===== src/design/assert_macros.svh =====
// Assertion macros used by the slot allocator module.
// Depends on nothing; each user supplies clk and arst_n in its scope.
`ifndef ASSERT_MACROS_SVH
`define ASSERT_MACROS_SVH

// Checks a property at every rising clock edge outside of reset.
`define ASSERT_CLK(label, prop, msg) \
	label: assert property (@(posedge clk) disable iff (!arst_n) prop) else $error(msg);

// Checks that a condition never holds outside of reset.
`define ASSERT_NEVER(label, cond, msg) \
	label: assert property (@(posedge clk) disable iff (!arst_n) !(cond)) else $error(msg);

`endif


===== src/design/gsa_pkg.sv =====
// Package of the generational slot allocator: sizes, operation and status codes,
// and the result record. Depends on nothing.
package gsa_pkg;

	localparam int SLOT_COUNT = 64;
	localparam int GEN_W      = 16;
	localparam int FLAG_W     = 8;
	localparam int IDX_W      = (SLOT_COUNT > 1) ? $clog2(SLOT_COUNT) : 1;
	localparam int PORT_IDX_W = 8;
	localparam int CHUNK      = 8;
	localparam int NUM_CHUNKS = (SLOT_COUNT + CHUNK - 1) / CHUNK;
	localparam int CHUNK_W    = (NUM_CHUNKS > 1) ? $clog2(NUM_CHUNKS) : 1;
	localparam int PE_W       = $clog2(CHUNK);

	localparam logic [1:0] MODE_CREATE  = 2'd0;
	localparam logic [1:0] MODE_LOOKUP  = 2'd1;
	localparam logic [1:0] MODE_DESTROY = 2'd2;

	localparam logic [2:0] ST_OK       = 3'd0;
	localparam logic [2:0] ST_FULL     = 3'd1;
	localparam logic [2:0] ST_RANGE    = 3'd2;
	localparam logic [2:0] ST_GEN      = 3'd3;
	localparam logic [2:0] ST_INACTIVE = 3'd4;

	typedef struct packed {
		logic              active;
		logic [FLAG_W-1:0] flags;
		logic [GEN_W-1:0]  gen;
		logic [PORT_IDX_W-1:0] idx;
		logic [2:0]        status;
	} result_t;

endpackage


===== src/design/generational_slot_allocator.sv =====
// Generational slot allocator: a pool of SLOT_COUNT slots with active marks,
// flags and generation counts served one request at a time.
// Depends on gsa_pkg and assert_macros.svh.
//
// The block takes one request beat, works on it, and presents one result beat.
// For lookup and destroy requests the accepting cycle addresses the slot memory,
// the read state reads and updates the slot, and the done state loads the output
// register once it is empty or being taken. An index out of range skips the slot
// access. Create first runs the free-slot scan, which tests eight active marks
// per cycle, the lowest free slot being found soonest; a full pool gives its
// result once every chunk has been scanned. A new request is accepted once the
// previous result sits in the output register, even if it has not yet been taken.
// Slots never written read as zero, so no clearing pass follows reset.
`include "assert_macros.svh"

module generational_slot_allocator (
	input  logic        clk,
	input  logic        arst_n,
	input  logic        s_tvalid,
	output logic        s_tready,
	input  logic [31:0] s_tdata,  // slot_index, handle_generation, flags_in
	input  logic [1:0]  s_tuser,  // mode
	output logic        m_tvalid,
	input  logic        m_tready,
	output logic [39:0] m_tdata   // status, result_index, result_generation,
	                              // result_flags, result_active, zero pad
);

	localparam logic [1:0] S_IDLE = 2'd0;
	localparam logic [1:0] S_SCAN = 2'd1;
	localparam logic [1:0] S_READ = 2'd2;
	localparam logic [1:0] S_DONE = 2'd3;

	localparam int WORD_W = gsa_pkg::GEN_W + gsa_pkg::FLAG_W;

	logic [1:0]                      state_q;
	logic [1:0]                      mode_q;
	logic [gsa_pkg::PORT_IDX_W-1:0]  in_idx;
	logic [gsa_pkg::GEN_W-1:0]       in_gen;
	logic [gsa_pkg::FLAG_W-1:0]      in_flags;
	logic [gsa_pkg::GEN_W-1:0]       hgen_q;
	logic [gsa_pkg::FLAG_W-1:0]      flags_q;
	logic [gsa_pkg::IDX_W-1:0]       slot_q;
	logic [gsa_pkg::CHUNK_W-1:0]     chunk_q;
	logic [gsa_pkg::SLOT_COUNT-1:0]  active_q;
	logic [gsa_pkg::SLOT_COUNT-1:0]  written_q;
	logic [WORD_W-1:0]               slot_mem_q [gsa_pkg::SLOT_COUNT];
	logic [WORD_W-1:0]               rd_word_q;
	logic                            rd_valid_q;
	logic [gsa_pkg::IDX_W-1:0]       rd_addr;
	logic                            wr_en;
	logic [WORD_W-1:0]               wr_word;
	logic [gsa_pkg::NUM_CHUNKS*gsa_pkg::CHUNK-1:0] padded_active;
	logic [gsa_pkg::CHUNK-1:0]       free_bits;
	logic                            free_hit;
	logic [gsa_pkg::PE_W-1:0]        free_pe;
	logic [gsa_pkg::IDX_W-1:0]       found_idx;
	logic [gsa_pkg::GEN_W-1:0]       rd_gen;
	logic [gsa_pkg::FLAG_W-1:0]      rd_flags;
	logic [gsa_pkg::GEN_W-1:0]       next_gen;
	logic                            accept;
	logic                            in_range;
	logic                            out_load;
	gsa_pkg::result_t                res_q;
	gsa_pkg::result_t                res_rd;
	logic                            m_tvalid_q;
	logic [39:0]                     m_tdata_q;

	assign in_idx   = s_tdata[7:0];
	assign in_gen   = s_tdata[23:8];
	assign in_flags = s_tdata[31:24];
	assign s_tready = (state_q == S_IDLE);
	assign accept   = s_tvalid && s_tready;
	assign in_range = {1'b0, in_idx} < 9'(gsa_pkg::SLOT_COUNT);
	assign out_load = (state_q == S_DONE) && (!m_tvalid_q || m_tready);

	always_comb begin
		padded_active = '1;
		padded_active[gsa_pkg::SLOT_COUNT-1:0] = active_q;
		free_bits = ~padded_active[chunk_q*gsa_pkg::CHUNK +: gsa_pkg::CHUNK];
		free_hit  = |free_bits;
		free_pe   = '0;
		for (int i = gsa_pkg::CHUNK - 1; i >= 0; i--) begin
			if (free_bits[i]) begin
				free_pe = gsa_pkg::PE_W'(i);
			end
		end
	end

	assign found_idx = gsa_pkg::IDX_W'({chunk_q, free_pe});
	assign rd_addr   = (state_q == S_SCAN) ? found_idx : in_idx[gsa_pkg::IDX_W-1:0];

	always_ff @(posedge clk) begin
		rd_word_q  <= slot_mem_q[rd_addr];
		rd_valid_q <= written_q[rd_addr];
		if (wr_en) begin
			slot_mem_q[slot_q] <= wr_word;
		end
	end

	assign rd_gen   = rd_valid_q ? rd_word_q[WORD_W-1:gsa_pkg::FLAG_W] : '0;
	assign rd_flags = rd_valid_q ? rd_word_q[gsa_pkg::FLAG_W-1:0] : '0;
	assign next_gen = hgen_q + gsa_pkg::GEN_W'(1);

	always_comb begin
		wr_en   = 1'b0;
		wr_word = {rd_gen, flags_q};
		res_rd  = '0;
		res_rd.idx = gsa_pkg::PORT_IDX_W'(slot_q);
		res_rd.gen = rd_gen;
		if (state_q == S_READ) begin
			unique case (mode_q)
				gsa_pkg::MODE_CREATE: begin
					wr_en        = 1'b1;
					wr_word      = {rd_gen, flags_q};
					res_rd.status = gsa_pkg::ST_OK;
					res_rd.flags  = flags_q;
					res_rd.active = 1'b1;
				end
				gsa_pkg::MODE_DESTROY: begin
					if (!active_q[slot_q]) begin
						res_rd.status = gsa_pkg::ST_INACTIVE;
						res_rd.flags  = rd_flags;
					end else begin
						wr_en         = 1'b1;
						wr_word       = {next_gen, gsa_pkg::FLAG_W'(0)};
						res_rd.status = gsa_pkg::ST_OK;
						res_rd.gen    = next_gen;
					end
				end
				default: begin
					if (rd_gen != hgen_q) begin
						res_rd.status = gsa_pkg::ST_GEN;
					end else begin
						res_rd.status = gsa_pkg::ST_OK;
						res_rd.flags  = rd_flags;
						res_rd.active = active_q[slot_q];
					end
				end
			endcase
		end
	end

	always_ff @(posedge clk or negedge arst_n) begin
		if (!arst_n) begin
			state_q    <= S_IDLE;
			active_q   <= '0;
			written_q  <= '0;
			m_tvalid_q <= 1'b0;
		end else begin
			if (out_load) begin
				m_tvalid_q <= 1'b1;
			end else if (m_tready) begin
				m_tvalid_q <= 1'b0;
			end
			unique case (state_q)
				S_IDLE: begin
					if (accept) begin
						if (s_tuser == gsa_pkg::MODE_CREATE) begin
							state_q <= S_SCAN;
						end else if (!in_range) begin
							state_q <= S_DONE;
						end else begin
							state_q <= S_READ;
						end
					end
				end
				S_SCAN: begin
					if (free_hit) begin
						state_q <= S_READ;
					end else if (chunk_q == gsa_pkg::CHUNK_W'(gsa_pkg::NUM_CHUNKS - 1)) begin
						state_q <= S_DONE;
					end
				end
				S_READ: begin
					if (wr_en) begin
						written_q[slot_q] <= 1'b1;
					end
					if (mode_q == gsa_pkg::MODE_CREATE) begin
						active_q[slot_q] <= 1'b1;
					end else if (mode_q == gsa_pkg::MODE_DESTROY) begin
						active_q[slot_q] <= 1'b0;
					end
					state_q <= S_DONE;
				end
				S_DONE: begin
					if (out_load) begin
						state_q <= S_IDLE;
					end
				end
				default: state_q <= S_IDLE;
			endcase
		end
	end

	always_ff @(posedge clk) begin
		unique case (state_q)
			S_IDLE: begin
				if (accept) begin
					mode_q  <= s_tuser;
					hgen_q  <= in_gen;
					flags_q <= in_flags;
					slot_q  <= in_idx[gsa_pkg::IDX_W-1:0];
					chunk_q <= '0;
					res_q.active <= 1'b0;
					res_q.flags  <= '0;
					res_q.gen    <= '0;
					if (s_tuser == gsa_pkg::MODE_CREATE) begin
						res_q.status <= gsa_pkg::ST_FULL;
						res_q.idx    <= '0;
					end else begin
						res_q.status <= gsa_pkg::ST_RANGE;
						res_q.idx    <= in_idx;
					end
				end
			end
			S_SCAN: begin
				slot_q  <= found_idx;
				chunk_q <= chunk_q + gsa_pkg::CHUNK_W'(1);
			end
			S_READ: begin
				res_q <= res_rd;
			end
			S_DONE: begin
				if (out_load) begin
					m_tdata_q <= {4'b0000, res_q};
				end
			end
			default: begin
				res_q <= res_q;
			end
		endcase
	end

	assign m_tvalid = m_tvalid_q;
	assign m_tdata  = m_tdata_q;

	`ASSERT_CLK(a_create_takes_free, (state_q == S_READ && mode_q == gsa_pkg::MODE_CREATE) |-> !active_q[slot_q], "create claimed an active slot")
	`ASSERT_CLK(a_create_marks, (state_q == S_READ && mode_q == gsa_pkg::MODE_CREATE) |=> active_q[$past(slot_q)], "created slot not marked active")
	`ASSERT_CLK(a_load_from_done, $rose(m_tvalid) |-> $past(state_q == S_DONE), "result beat raised outside completion")
	`ASSERT_NEVER(a_full_only_when_full, state_q == S_DONE && mode_q == gsa_pkg::MODE_CREATE && res_q.status == gsa_pkg::ST_FULL && !(&active_q), "pool full reported with a free slot")

endmodule

===== config.mk =====
export PLATFORM = sky130hd
export DESIGN_NAME = generational_slot_allocator
export DESIGN_NICKNAME = d
export VERILOG_FILES = /design/src/design/gsa_pkg.sv /design/src/design/generational_slot_allocator.sv
export VERILOG_INCLUDE_DIRS = /design/src /design/src/design
export SDC_FILE = /design/constraint.sdc
export NUM_CORES = 2
export LEC_CHECK = 0
export BUFFER_PORTS_ARGS = -buffer_cell sky130_fd_sc_hd__buf_2
export CAP_MARGIN = 20
export CORE_MARGIN = 2
export CORE_UTILIZATION = 60
export CTS_CLUSTER_DIAMETER = 200
export DETAILED_ROUTE_END_ITERATION = 10
export HOLD_SLACK_MARGIN = 0.1
export PLACE_DENSITY = 0.82
export SLEW_MARGIN = 15
export SYNTH_ARGS = -nofsm -noshare
export SYNTH_HDL_FRONTEND = slang
export SYNTH_SLANG_ARGS = --single-unit

===== constraint.sdc =====
create_clock -name clk -period 6.4 [get_ports clk]
set_clock_uncertainty 0.05 [all_clocks]
set_input_delay 0 -clock clk [delete_from_list [all_inputs] [get_ports clk]]
set_output_delay 0 -clock clk [all_outputs]
set_load 0.05 [all_outputs]

==> metrics <==
clock-pin slew on the worst setup and hold paths 70 ps; Final WS setup 897 ps; FFs w/ async S/R, synth 7.28%; Initial Util 60.7%; crit-path cells buf_6 > mux2i_1 > or2_1 > mux4_2 > a311o_1 > and2_4 > inv_6 > nand2_1 > nand2_1 > nand2_1 > a31oi_1 > o311a_1; R2R Path Start chunk_q[2]$_SDFFCE_PN0P_; Reg2Reg Depth 12; Post-Place Worst Slack 813 ps; Tot GR Track Use 32.4%; Fin Setup TNS 0 ps; Gate Count Post-Synth 5314; clock network fraction of design power 26.1%; CP endpoint kind flip-flop; Core Rows 126; top post-synthesis cells by area edfxtp_1, nand2_1, dfrtp_1; Worst path max stage delay 780 ps; Slowest-stage cell, CP nand2_1; final hold vios 0; htree depth 4; first-pass GRT wire length 293000 um; fmax 182 MHz; number of synthesized flops with an enable pin 1643; placed cell count 6813; R2R Path End rd_word_q[2]$_DFF_P_; Routability Congestion 0.960; Max-slew headroom 23.6%; fillers 7249; Cell variety after synth 63; R2R setup slack 900 ps; Avg Inst Size Synth 13.5 um^2; Routed WL 201000 um; post-DR wirelength/cell 27.9 um; Pre-antenna DRT Iters 8; die width 350 um; Worst EP required 7080 ps; global route total overflow 0; crit path from chunk_q[2]$_SDFFCE_PN0P_; drt drc 0; final instance area 80800 um^2; # setup viols final 0; antenna violations before repair 5; area grow syn2layout 12.5%; outcome finished clean; hpwl dp 112000 um; combinational fraction of design power 31.9%; largest net degree at the start of global routing 155; Reg power frac 42.1%; Main synth FF type edfxtp_1; I/O Buffers 75; crit path kind flip-flop to flip-flop; max cap viols 0; sequential area share after synthesis 74.0%; layout cells sized above 1 12.4%; placed inst area 74700 um^2; Mapped Area 71800 um^2; Clock Sinks 1799; switching part of the total 36.8%; vias in the first global route 46207; Internal 23200 uW; CP Data Arrival Time 6180 ps; clk_lat worst skew 800 ps; CTS tree done; Worst setup SP type flip-flop; Crit Path Max Fanout 57; Synth Warn # 0; most used cell, CP nand2_1; top cell type by total area after synthesis edfxtp_1; setup bufs post-CTS 0; min-delay worst type input port to flip-flop; 1st-iter DRT viols 8412; number of vias per cell 6.67; Period Utilization, post-route 86.0%; register area 53100 um^2; Period minus WS final 5500 ps; unrepaired setup endpoints after global routing false; static leakage 0.0284 uW; Synth top area share 68.7%; max-slew violation count 0; I/O pins 80; Final Non-Filler Cells 7205; clock root buffer clkbuf_16; CTS Buf Count 165; hold depth 6; Die ar. 122000 um^2; Max VDD drop 0.000375 V; Core Region 118000 um^2; nets 5507; detailed-route via count 48085; P_sw 13500 uW; Routed Antenna Nets 0; Power Density 454 nW/um^2; register bit total from synthesis 1799; Die H 350 um; clk buf depth 3; crit path capture rd_word_q[2]$_DFF_P_; multi-input logic area 17600 um^2; worst slew pin tran 1140 ps
kinds of logic (layout without fill, tap and decap cells):
group / Yosys count / in the layout / share of synthesized area (%)
multiplexers: 241 / 241 / 3.82
other: 1 / 8 / 0.00522
flip-flops: 1799 / 1799 / 74.0
AND/OR/NAND/NOR: 2102 / 2102 / 12.6
adder cells (fa/ha/maj): 7 / 7 / 0.122
AO/OA/AOI/OAI: 769 / 769 / 6.96
XOR/XNOR: 22 / 22 / 0.268
buffers and inverters: 373 / 657 / 2.26
per-stage QoR:
stage | hold slack, ps | utilization [%] | total power [uW]
3_5_place_dp | -19.4 | 63.1 | 26600
3_3_place_gp | -24.4 | 63.0 | 26200
5_1_grt | 277 | 68.2 | 37700
4_1_cts | 140 | 68.1 | 36100
2_1_floorplan | -346 | - | 22400
6_report | 242 | 68.2 | 36700
state kept, by name (all words and copies together), names as in the netlist, named ones only:
| signal | count |
|---|---|
| chunk_q | 3 |
| flags_q | 8 |
| hgen_q | 16 |
| m_tdata | 36 |
| m_tvalid | 1 |
| mode_q | 2 |
| rd_valid_q | 1 |
| rd_word_q | 24 |
| res_q | 36 |
| slot_mem_q | 1536 |
| slot_q | 6 |
| state_q | 2 |
| written_q | 64 |
worst min-delay path by stage:
stage,startpoint,endpoint
after floorplan,arst_n,asynchronous set/reset pin
after global placement,arst_n,asynchronous set/reset pin
after detailed placement,arst_n,asynchronous set/reset pin
after CTS,s_tuser[0],state_q[1]$_DFFE_PN0P_
after global routing,s_tuser[0],state_q[1]$_DFFE_PN0P_
final,s_tuser[0],state_q[1]$_DFFE_PN0P_
cell usage after synthesis, types with 3 or more instances:
cell       count
buf_2         87
xor2_1        10
nor2_1       121
o311a_1       22
edfxtp_1    1643
mux2i_1      199
clkbuf_1     209
a32oi_1        6
o22ai_1       81
mux4_2        25
nand4_1       75
buf_4         16
nand3b_1      14
a2111oi_0     22
a22oi_1       64
nand3_1      468
nor3b_1        3
nand2_1     1296
a31oi_1      146
buf_6          7
or2_1          9
inv_1         13
o21ai_0      105
o31ai_1       66
o21ai_1        3
dfrtp_1      131
buf_1         37
a21oi_1      164
dfxtp_1       25
nor2b_1        7
xnor2_1       12
nor4_1         3
a22o_1        14
a211oi_1       8
nor3_1         3
a221oi_1       6
or2_2         59
mux2_2        17
nand2b_1      11
a311oi_1      47
ha_1           7
o211ai_1       4
and2_1        15
and3_1        11
power by group through the flow:
| stage | Clock, uW | Sequential [uW] | Combinational, uW |
|---|---|---|---|
| 2_1_floorplan | 0 | 15700 | 6740 |
| 3_3_place_gp | 0 | 15600 | 10600 |
| 3_5_place_dp | 0 | 15600 | 11000 |
| 4_1_cts | 9530 | 15400 | 11200 |
| 5_1_grt | 9980 | 15500 | 12200 |
| 6_report | 9560 | 15400 | 11700 |
metal layers:
layer  track usage (%)  wire length (um)  up-vias
met4              17.1             11400        4
li1                  -                 -    20078
met1              42.6             68600    23096
met5                 0                23        -
met3              9.81             30200      689
met2              48.9             90600     4218
critical path: cells and delay by family, from the launching register on:
family	cells	cell delay, ps
compound gates	3	1380
simple gates	5	1790
mux	2	640
flops	1	700
buf+inv	2	780
placed cells by master (no fill, tap or decap), drive strengths merged, types with 22 or more instances in the layout:
cell type,n
a22oi,64
nand4,75
mux4,25
dfrtp,131
a311oi,47
o22ai,81
a2111oi,22
o31ai,66
nor2,122
mux2i,199
o311a,22
clkbuf,226
a21oi,164
a31oi,146
o21ai,108
clkinv,70
dlygate4sd3,73
nand3,468
buf,258
dfxtp,25
nand2,1296
edfxtp,1643
or2,69
what timing repair did:
action                                 in CTS  in global routing
endpoints found under the hold margin     225                  0
gates resized for setup                     0                  0
hold buffers                               74                  0
layout make-up:
type | count | share of cell area [%]
Sequential cell | 1799 | 65.8
Clock buffer | 224 | 5.63
Antenna cell | 4 | 0.0124
Inverter | 17 | 0.104
Multi-Input combinational cell | 3145 | 21.7
Timing Repair Buffer | 334 | 3.47
Tap cell | 1600 | 2.48
Clock inverter | 82 | 0.799
No activity file was read; power rests on OpenSTA's default activity.
